File: src/tws_pkg.sv
// Shared types and codes for the timer wheel scheduler.
`default_nettype none

package tws_pkg;

  localparam logic [1:0] OpTick   = 2'd0;
  localparam logic [1:0] OpArm    = 2'd1;
  localparam logic [1:0] OpCancel = 2'd2;

  localparam logic [1:0] KindAck   = 2'd0;
  localparam logic [1:0] KindFired = 2'd1;
  localparam logic [1:0] KindLate  = 2'd2;

  // The expiry is reduced modulo the bucket count one nibble per cycle.
  localparam int unsigned ExpW   = 32;
  localparam int unsigned DigW   = 4;
  localparam int unsigned NumDig = ExpW / DigW;

  typedef struct packed {
    logic [1:0]  operation;
    logic [3:0]  timer_id;
    logic [15:0] delay;
  } tws_in_t;

  typedef struct packed {
    logic [1:0]  kind;
    logic [3:0]  fired_id;
    logic [31:0] uptime_now;
    logic        last;
  } tws_out_t;

endpackage

`default_nettype wire

File: src/timer_wheel_scheduler.sv
// Hashed timing wheel: slot storage, modulo sequencer and bucket scan.
`default_nettype none

// An item is taken when start is high and busy is low. A cancel or an unknown
// operation is never busy and gives its single result on the next cycle. An
// arm is busy while compare-subtract steps reduce the 32-bit expiry modulo
// NUM_BUCKETS a nibble per cycle. A tick is busy while the slot memory is read
// one slot per cycle and each slot goes through one 32-bit compare unit. The
// results of a tick come out one per strobe while the scan runs, the final one
// flagged by last, and the receiver has to take every strobe as it comes.
module timer_wheel_scheduler #(
  parameter int unsigned NUM_BUCKETS = 5,
  parameter int unsigned NUM_SLOTS   = 16
) (
  input  wire logic             clk_i,
  input  wire logic             rst_ni,
  input  wire logic             start,
  output logic                  busy,
  input  wire tws_pkg::tws_in_t req_i,
  output logic                  res_valid_o,
  output tws_pkg::tws_out_t     res_o
);

  localparam int unsigned SlotW = (NUM_SLOTS > 1) ? $clog2(NUM_SLOTS) : 1;
  localparam int unsigned CntW  = $clog2(NUM_SLOTS + 1);
  localparam int unsigned BktW  = (NUM_BUCKETS > 1) ? $clog2(NUM_BUCKETS) : 1;
  localparam int unsigned ModW  = BktW + 1;
  localparam int unsigned DcntW = $clog2(tws_pkg::NumDig);

  localparam logic [ModW-1:0]  NbC      = ModW'(NUM_BUCKETS);
  localparam logic [BktW-1:0]  WpLast   = BktW'(NUM_BUCKETS - 1);
  localparam logic [CntW-1:0]  SlotEnd  = CntW'(NUM_SLOTS);
  localparam logic [DcntW-1:0] DigLast  = DcntW'(tws_pkg::NumDig - 1);

  localparam logic [1:0] SIdle = 2'd0;
  localparam logic [1:0] SMod  = 2'd1;
  localparam logic [1:0] SScan = 2'd2;

  logic [1:0] state_q, state_d;

  // Slot storage.
  logic [NUM_SLOTS-1:0] pending_q, pending_d;
  logic [31:0]          exp_mem [NUM_SLOTS];
  logic [BktW-1:0]      bkt_mem [NUM_SLOTS];
  logic [31:0]          exp_rd_q;
  logic [BktW-1:0]      bkt_rd_q;

  logic [BktW-1:0] wp_q, wp_d;
  logic [31:0]     tick_q, tick_d;

  // Arm sequencer.
  logic [31:0]      mod_val_q, mod_val_d;
  logic [BktW-1:0]  mod_r_q, mod_r_d;
  logic [DcntW-1:0] dig_q, dig_d;
  logic [3:0]       id_q, id_d;
  logic             id_ok;

  // Scan sequencer.
  logic [CntW-1:0]  rd_cnt_q, rd_cnt_d;
  logic             chk_vld_q, chk_vld_d;
  logic [SlotW-1:0] chk_idx_q, chk_idx_d;
  logic             held_vld_q, held_vld_d;
  logic [1:0]       held_kind_q, held_kind_d;
  logic [3:0]       held_id_q, held_id_d;

  logic [32:0] cmp_diff;
  logic        cmp_eq, cmp_lt, hit;

  logic                  res_valid_d;
  tws_pkg::tws_out_t     res_q, res_d;
  logic                  res_valid_q;

  logic             accept;
  logic [31:0]      arm_exp;
  logic             exp_we, bkt_we;
  logic [SlotW-1:0] wr_idx, rd_idx;

  assign accept  = start && (state_q == SIdle);
  assign arm_exp = tick_q + 32'(req_i.delay);
  assign id_ok   = (32'(req_i.timer_id) < NUM_SLOTS);
  assign rd_idx  = rd_cnt_q[SlotW-1:0];

  // Shared compare unit: one 33-bit subtract gives equal and below.
  assign cmp_diff = {1'b0, exp_rd_q} - {1'b0, tick_q};
  assign cmp_eq   = (cmp_diff == 33'd0);
  assign cmp_lt   = cmp_diff[32];
  assign hit      = chk_vld_q && pending_q[chk_idx_q] && (bkt_rd_q == wp_q)
                    && (cmp_eq || cmp_lt);

  // Four restoring steps of (2r + bit) mod NUM_BUCKETS per cycle.
  always_comb begin
    logic [ModW-1:0] t;
    logic [BktW-1:0] r;
    r = mod_r_q;
    for (int i = 0; i < tws_pkg::DigW; i++) begin
      t = {r, mod_val_q[31 - i]};
      if (t >= NbC) begin
        t = t - NbC;
      end
      r = t[BktW-1:0];
    end
    mod_r_d = r;
  end

  always_comb begin
    state_d     = state_q;
    pending_d   = pending_q;
    wp_d        = wp_q;
    tick_d      = tick_q;
    mod_val_d   = mod_val_q;
    dig_d       = dig_q;
    id_d        = id_q;
    rd_cnt_d    = rd_cnt_q;
    chk_vld_d   = 1'b0;
    chk_idx_d   = rd_idx;
    held_vld_d  = held_vld_q;
    held_kind_d = held_kind_q;
    held_id_d   = held_id_q;
    res_valid_d = 1'b0;
    res_d       = res_q;
    exp_we      = 1'b0;
    bkt_we      = 1'b0;
    wr_idx      = SlotW'(id_q);

    case (state_q)
      SIdle: begin
        if (accept) begin
          case (req_i.operation)
            tws_pkg::OpArm: begin
              exp_we    = id_ok;
              wr_idx    = SlotW'(req_i.timer_id);
              mod_val_d = arm_exp;
              dig_d     = '0;
              id_d      = req_i.timer_id;
              state_d   = SMod;
            end
            tws_pkg::OpCancel: begin
              if (id_ok) begin
                pending_d[SlotW'(req_i.timer_id)] = 1'b0;
              end
              res_valid_d = 1'b1;
              res_d       = '{kind: tws_pkg::KindAck, fired_id: req_i.timer_id,
                              uptime_now: tick_q, last: 1'b1};
            end
            tws_pkg::OpTick: begin
              wp_d       = (wp_q == WpLast) ? '0 : wp_q + 1'b1;
              tick_d     = tick_q + 32'd1;
              rd_cnt_d   = '0;
              held_vld_d = 1'b0;
              state_d    = SScan;
            end
            default: begin
              res_valid_d = 1'b1;
              res_d       = '{kind: tws_pkg::KindAck, fired_id: 4'd0,
                              uptime_now: tick_q, last: 1'b1};
            end
          endcase
        end
      end

      SMod: begin
        mod_val_d = mod_val_q << tws_pkg::DigW;
        dig_d     = dig_q + 1'b1;
        if (dig_q == DigLast) begin
          bkt_we = (32'(id_q) < NUM_SLOTS);
          if (bkt_we) begin
            pending_d[SlotW'(id_q)] = 1'b1;
          end
          res_valid_d = 1'b1;
          res_d       = '{kind: tws_pkg::KindAck, fired_id: id_q,
                          uptime_now: tick_q, last: 1'b1};
          state_d     = SIdle;
        end
      end

      SScan: begin
        if (rd_cnt_q != SlotEnd) begin
          rd_cnt_d  = rd_cnt_q + 1'b1;
          chk_vld_d = 1'b1;
        end
        if (hit) begin
          pending_d[chk_idx_q] = 1'b0;
          // The previous hit is now known not to be the final result.
          if (held_vld_q) begin
            res_valid_d = 1'b1;
            res_d       = '{kind: held_kind_q, fired_id: held_id_q,
                            uptime_now: tick_q, last: 1'b0};
          end
          held_vld_d  = 1'b1;
          held_kind_d = cmp_eq ? tws_pkg::KindFired : tws_pkg::KindLate;
          held_id_d   = 4'(chk_idx_q);
        end
        if ((rd_cnt_q == SlotEnd) && !chk_vld_q) begin
          res_valid_d = 1'b1;
          if (held_vld_q) begin
            res_d = '{kind: held_kind_q, fired_id: held_id_q,
                      uptime_now: tick_q, last: 1'b1};
          end else begin
            res_d = '{kind: tws_pkg::KindAck, fired_id: 4'd0,
                      uptime_now: tick_q, last: 1'b1};
          end
          state_d = SIdle;
        end
      end

      default: begin
        state_d = SIdle;
      end
    endcase
  end

  always_ff @(posedge clk_i or negedge rst_ni) begin
    if (!rst_ni) begin
      state_q     <= SIdle;
      pending_q   <= '0;
      wp_q        <= '0;
      tick_q      <= '0;
      dig_q       <= '0;
      rd_cnt_q    <= '0;
      chk_vld_q   <= 1'b0;
      held_vld_q  <= 1'b0;
      res_valid_q <= 1'b0;
    end else begin
      state_q     <= state_d;
      pending_q   <= pending_d;
      wp_q        <= wp_d;
      tick_q      <= tick_d;
      dig_q       <= dig_d;
      rd_cnt_q    <= rd_cnt_d;
      chk_vld_q   <= chk_vld_d;
      held_vld_q  <= held_vld_d;
      res_valid_q <= res_valid_d;
    end
  end

  always_ff @(posedge clk_i) begin
    mod_val_q   <= mod_val_d;
    mod_r_q     <= (state_q == SMod) ? mod_r_d : '0;
    id_q        <= id_d;
    chk_idx_q   <= chk_idx_d;
    held_kind_q <= held_kind_d;
    held_id_q   <= held_id_d;
    res_q       <= res_d;
  end

  // Slot memories: one write port and one registered read port each.
  always_ff @(posedge clk_i) begin
    if (exp_we) begin
      exp_mem[wr_idx] <= arm_exp;
    end
    exp_rd_q <= exp_mem[rd_idx];
  end

  always_ff @(posedge clk_i) begin
    if (bkt_we) begin
      bkt_mem[wr_idx] <= mod_r_d;
    end
    bkt_rd_q <= bkt_mem[rd_idx];
  end

  assign busy        = (state_q != SIdle);
  assign res_valid_o = res_valid_q;
  assign res_o       = res_q;

`ifndef NO_ASSERTIONS
  a_idle_holds: assert property (@(posedge clk_i) disable iff (!rst_ni)
    !busy && !start |=> !busy)
    else $error("block left idle without a transfer");

  a_cancel_one_result: assert property (@(posedge clk_i) disable iff (!rst_ni)
    start && !busy && req_i.operation == tws_pkg::OpCancel
    |=> res_valid_o && res_o.last && !busy)
    else $error("cancel did not give one final result");

  a_tick_advances: assert property (@(posedge clk_i) disable iff (!rst_ni)
    start && !busy && req_i.operation == tws_pkg::OpTick
    |=> tick_q == $past(tick_q) + 32'd1 && busy)
    else $error("tick did not advance uptime");

  a_more_follows: assert property (@(posedge clk_i) disable iff (!rst_ni)
    res_valid_o && !res_o.last |-> busy)
    else $error("non-final result while idle");

  a_wheel_range: assert property (@(posedge clk_i) disable iff (!rst_ni)
    wp_q <= WpLast)
    else $error("wheel position out of range");
`endif

endmodule

`default_nettype wire

File: config.mk
export PLATFORM = sky130hd
export DESIGN_NAME = timer_wheel_scheduler
export DESIGN_NICKNAME = d
export VERILOG_FILES = /design/src/tws_pkg.sv /design/src/timer_wheel_scheduler.sv
export SDC_FILE = /design/constraint.sdc
export NUM_CORES = 1
export LEC_CHECK = 0
export ABC_CLOCK_PERIOD_IN_PS = 6300
export BUFFER_PORTS_ARGS = -buffer_cell sky130_fd_sc_hd__clkbuf_2
export CAP_MARGIN = 20
export CORE_ASPECT_RATIO = 0.9
export CORE_UTILIZATION = 35
export DETAILED_ROUTE_END_ITERATION = 7
export GPL_ROUTABILITY_DRIVEN = 0
export PLACE_DENSITY = 0.5
export SETUP_SLACK_MARGIN = 0.05
export SLEW_MARGIN = 10
export SYNTH_ARGS = -nofsm -noshare
export SYNTH_HDL_FRONTEND = slang
export SYNTH_SLANG_ARGS = --single-unit
File: constraint.sdc
create_clock -name clk_i -period 6.3 [get_ports clk_i]
set_input_delay 0.315 -clock clk_i [delete_from_list [all_inputs] [get_ports clk_i]]
set_output_delay 0.315 -clock clk_i [all_outputs]
set_load 0.02 [all_outputs]
==> results by stage <==
Status:
- The run finished with clean final reports.

Clock network:
- The clock input transition at the sequential cells of the worst setup and hold paths is 0.07 ns.
- The number of buffers added by the clock tree synthesis step is 80.
- In this run the number of H-tree levels came out at 3.
- TritonCTS built the clock tree.
- The clock latency reported for the late side of the worst-skew pair is between 0.6 and 0.7 ns.
- The tree is rooted in a sky130_fd_sc_hd__clkbuf_16.
- The number of gates resized after CTS was 0.
- Clock tree synthesis found a total of 747 sinks.
- In this run the deepest clock path goes through 3 buffers.

Timing:
- The maximum clock frequency is 0.194 GHz.
- Setup repair after global routing left no endpoint under its margin.
- The max-slew violation count is 0.
- The clock period could shrink to 5.15 ns.
- In the finished design, the share of the clock period the worst path needs comes to 0.818.
- The final hold violation count was 0.
- For the pin with the worst max-slew slack, the measured transition is 1.07 ns.
- Headroom to the max-slew limit came out at 0.283.
- The total setup violations reported at the end of the flow is 0.
- Between clock sinks in the finished design, the worst skew comes to 0.0274 ns.
- In the final timing run, aggregate negative setup slack is 0 ns.

Global route:
- The total routing usage reported by global routing is 0.184.
- The remaining global-route overflow is 0.
- Entering global routing, the biggest net connects 86 pins.
- The via count of the first global-routing pass came to 18100.
- The initial antenna violation count was 0.
- The first global-routing pass estimated 124000 um of wire.

Final layout:
- Fill cells in the final layout number between 8000 and 9000.
- The number of diodes added for antenna fixing is 0.
- The library cell used most frequently in the layout, excluding fill and tap cells, is sky130_fd_sc_hd__edfxtp_1.
- Compared with the post-synthesis result, the final layout area differs by 15.1%.
- Leaving out fill and tap cells, the most frequent cells in the layout are sky130_fd_sc_hd__edfxtp_1 (637), sky130_fd_sc_hd__mux4_2 (180), sky130_fd_sc_hd__nand2_1 (105), sky130_fd_sc_hd__nor2_1 (83), sky130_fd_sc_hd__clkbuf_16 (82).
- In the final layout, the share of cells above drive strength 1 is 0.229.
- The post-layout utilization of the core is 0.409.
- With fillers left out, the area of the finished cells amounts to 0.0368 mm^2.
- The total number of nets in the final design is 2138.

Synthesis:
- The number of enable flip-flop cells after synthesis is 637.
- After synthesis, the netlist uses between 70 and 80 different library cells.
- The post-synthesis cell area is approximately 0.032 mm^2.
- The proportion of synthesized flip-flops having asynchronous set or reset is 0.0857.
- The synthesized design contains 747 register bits.
- Among all flip-flop cells after synthesis, the most frequent one is sky130_fd_sc_hd__edfxtp_1.
- The number of nets handed over by synthesis was 2018.
- The Yosys step of the flow raised 0 warnings.
- Of the synthesized area, sequential elements account for 0.678.
- The synthesized instance count is slightly below 2000.
- In this run the mean area of a mapped cell was around 17 um^2.

Setup path:
- The slowest stage of the critical path is the sky130_fd_sc_hd__a31oi_4 cell.
- The type of the worst setup path is flip-flop to flip-flop.
- The peak per-stage delay on the critical path is 0.71 ns.
- The maximum fanout count along the critical path is 24.
- STA classifies the critical path endpoint as a flip-flop.
- At the worst endpoint, the arrival time is between 5 and 6 ns.
- The buffers plus inverters on the worst setup path is 2.
- The startpoint type of the worst setup path is a flip-flop.
- Traced cell by cell, the critical path runs through inv_1, ha_1, a21oi_1, a21boi_1, a311o_1, o21bai_4, a21oi_2, o2111a_1, or3_1, a2111o_1, o21ai_1, nand2_1, a31oi_4, buf_12.
- The required arrival time at the worst endpoint is 6.61 ns.
- Among cell families on the critical path, the largest total delay comes from compound AO/OA/AOI/OAI gates.

Drt:
- The final routed wirelength across all metal layers is slightly above 80000 um.
- The DRC violation count after routing is 0.
- Dividing the detail-routed wire length by the instance count gives 25.0 um.
- The via count is 17600.
- The first routing iteration left 1582 violations.
- Using the TritonRoute via totals, the vias-per-cell ratio works out to 5.29.
- The count of nets left with antenna violations once routing finished came out at 0.
- The first detailed-routing pass ran for 5 iterations.

Place:
- The wire-length estimate of the detail-placed layout is 53300 um.
- The number of I/O port buffers is 65.
- The placed instance area is 0.0340 mm^2.

Floorplanning:
- The area of the core is 0.0899 mm^2.
- The total number of placement rows is 104.
- The die outline area is 0.0925 mm^2.
- From left edge to right edge, the die measures 320 um.
- The height of the die is 289 um.
- The number of primary I/O pins is 66.
- The starting utilization of the core area is 0.355.

Min path:
- The path class of the tightest hold or removal check is input port to flip-flop.

Pwr:
- The worst-case IR drop observed on VDD is 301 uV.
- Summed over all cells, the static leakage comes to approximately 12 nW.
- In this run the power density over the cells is 431 mW/mm^2.

Job:
- The number of max-cap violations is 0.
-- timing repair --
item	in CTS	in global routing
endpoints found under the hold margin	64	0
buffers inserted	0	0
hold buffers	1	0
endpoints found under the setup margin	0	0
-- area by class of cell --
class                   count  area, um^2  share of cell area
clock inverters            40         404              0.0110
flip-flops and latches    747       21700               0.589
clock buffers             106        2190              0.0596
repair buffers            110         741              0.0202
well taps                1219        1530              0.0415
multi-input cells        1030        9940               0.270
inverters                  76         285             0.00776
-- metrics by stage --
| stage | hold slack, ns | setup WS, ns | total power, mW | std cells |
|---|---|---|---|---|
| after floorplan | 0.0194 | 0.748 | 9.74 | 1925 |
| after global placement | 0.447 | 1.36 | 11.2 | 3172 |
| after detailed placement | 0.449 | 1.28 | 11.3 | 3178 |
| after CTS | 0.0454 | 1.24 | 16.0 | 3325 |
| after global routing | 0.120 | 0.857 | 16.6 | 3328 |
| final | 0.103 | 1.15 | 15.9 | 3328 |
-- state kept, by name, indices dropped and copies added, names as in the netlist, 3 cells and up --
| register | flops |
|---|---|
| exp_mem | 512 |
| id_q | 4 |
| chk_idx_q | 4 |
| wp_q | 3 |
| held_id_q | 4 |
| bkt_rd_q | 3 |
| mod_r_q | 3 |
| tick_q | 32 |
| bkt_mem | 48 |
| dig_q | 3 |
| res_o | 39 |
| pending_q | 16 |
| rd_cnt_q | 5 |
| exp_rd_q | 32 |
| mod_val_q | 32 |
-- cells in the mapped netlist, types with 5 or more instances --
cell / instances / share of area
sky130_fd_sc_hd__nand3b_1: 5 / 0.0012
sky130_fd_sc_hd__o21ai_0: 50 / 0.0078
sky130_fd_sc_hd__nand4_1: 19 / 0.0037
sky130_fd_sc_hd__edfxtp_1: 637 / 0.60
sky130_fd_sc_hd__nor2_1: 100 / 0.012
sky130_fd_sc_hd__xnor2_1: 69 / 0.019
sky130_fd_sc_hd__inv_1: 75 / 0.0088
sky130_fd_sc_hd__dfrtp_1: 64 / 0.050
sky130_fd_sc_hd__dfxtp_1: 46 / 0.029
sky130_fd_sc_hd__a211oi_1: 5 / 0.0012
sky130_fd_sc_hd__nand3_1: 45 / 0.0071
sky130_fd_sc_hd__mux4_2: 180 / 0.13
sky130_fd_sc_hd__nor2b_1: 14 / 0.0027
sky130_fd_sc_hd__xor2_1: 11 / 0.0030
sky130_fd_sc_hd__a2111oi_0: 5 / 0.0014
sky130_fd_sc_hd__a21o_1: 14 / 0.0033
sky130_fd_sc_hd__o31ai_1: 7 / 0.0016
sky130_fd_sc_hd__o2111ai_1: 8 / 0.0022
sky130_fd_sc_hd__clkbuf_1: 51 / 0.0060
sky130_fd_sc_hd__nor3_1: 28 / 0.0044
sky130_fd_sc_hd__or2_2: 6 / 0.0012
sky130_fd_sc_hd__o211ai_1: 12 / 0.0028
sky130_fd_sc_hd__a21boi_0: 7 / 0.0016
sky130_fd_sc_hd__and2_1: 14 / 0.0027
sky130_fd_sc_hd__nand2_1: 105 / 0.012
sky130_fd_sc_hd__nand2b_1: 15 / 0.0029
sky130_fd_sc_hd__o22ai_1: 17 / 0.0033
sky130_fd_sc_hd__buf_1: 15 / 0.0018
sky130_fd_sc_hd__o21bai_1: 6 / 0.0014
sky130_fd_sc_hd__ha_1: 67 / 0.026
sky130_fd_sc_hd__a21oi_2: 13 / 0.0036
sky130_fd_sc_hd__nor4_1: 10 / 0.0020
sky130_fd_sc_hd__a21oi_1: 59 / 0.0092
sky130_fd_sc_hd__and3_1: 20 / 0.0039
sky130_fd_sc_hd__a31oi_1: 19 / 0.0037
sky130_fd_sc_hd__or3_1: 6 / 0.0012
sky130_fd_sc_hd__o21a_1: 16 / 0.0038
sky130_fd_sc_hd__mux2i_1: 9 / 0.0028
sky130_fd_sc_hd__mux2_2: 25 / 0.0088
-- layer usage --
metal / vias to the layer above / share of wire / global-route usage
li1: 7852 / - / -
met1: 9237 / 0.46 / 0.262
met2: 419 / 0.48 / 0.296
met3: 104 / 0.042 / 0.0284
met4: 0 / 0.021 / 0.0443
met5: - / 0 / 0
-- tightest hold or removal path, cell delays in order --
cell and delay, ns:
sky130_fd_sc_hd__clkbuf_2 0.14, sky130_fd_sc_hd__a22oi_1 0.10, sky130_fd_sc_hd__o22ai_1 0.13
-- final timing paths --
kind                            start     endpoint  slack, ns  cells past startpoint
min                         req_i[21]   state_q[1]       0.10                      3
min in group asynchronous      rst_ni  rd_cnt_q[1]       0.39                      2
min reg2reg                tick_q[22]    res_o[23]       0.47                      0
max                        tick_q[10]    res_o[21]       1.15                     14
max reg2reg                tick_q[10]    res_o[21]       1.15                     14
max in group asynchronous      rst_ni  rd_cnt_q[0]       5.17                      2
-- report_power, final --
group	leakage, nW	internal (mW)	switching, mW
Combinational	3.93	1.83	2.70
Sequential	7.02	6.18	0.449
Clock	1.27	2.77	1.92
-- cell families (layout without fill, tap and decap cells) --
logic type | count (synthesis) | in the layout | synth area share
compound gates | 273 | 273 | 0.0575
xor+xnor | 80 | 80 | 0.0219
fa+ha+maj | 68 | 68 | 0.0269
buf+inv | 148 | 332 | 0.0180
flops | 747 | 747 | 0.678
mux | 214 | 214 | 0.139
simple gates | 395 | 395 | 0.0592
Note: power is estimated with default switching activity, not from simulation.
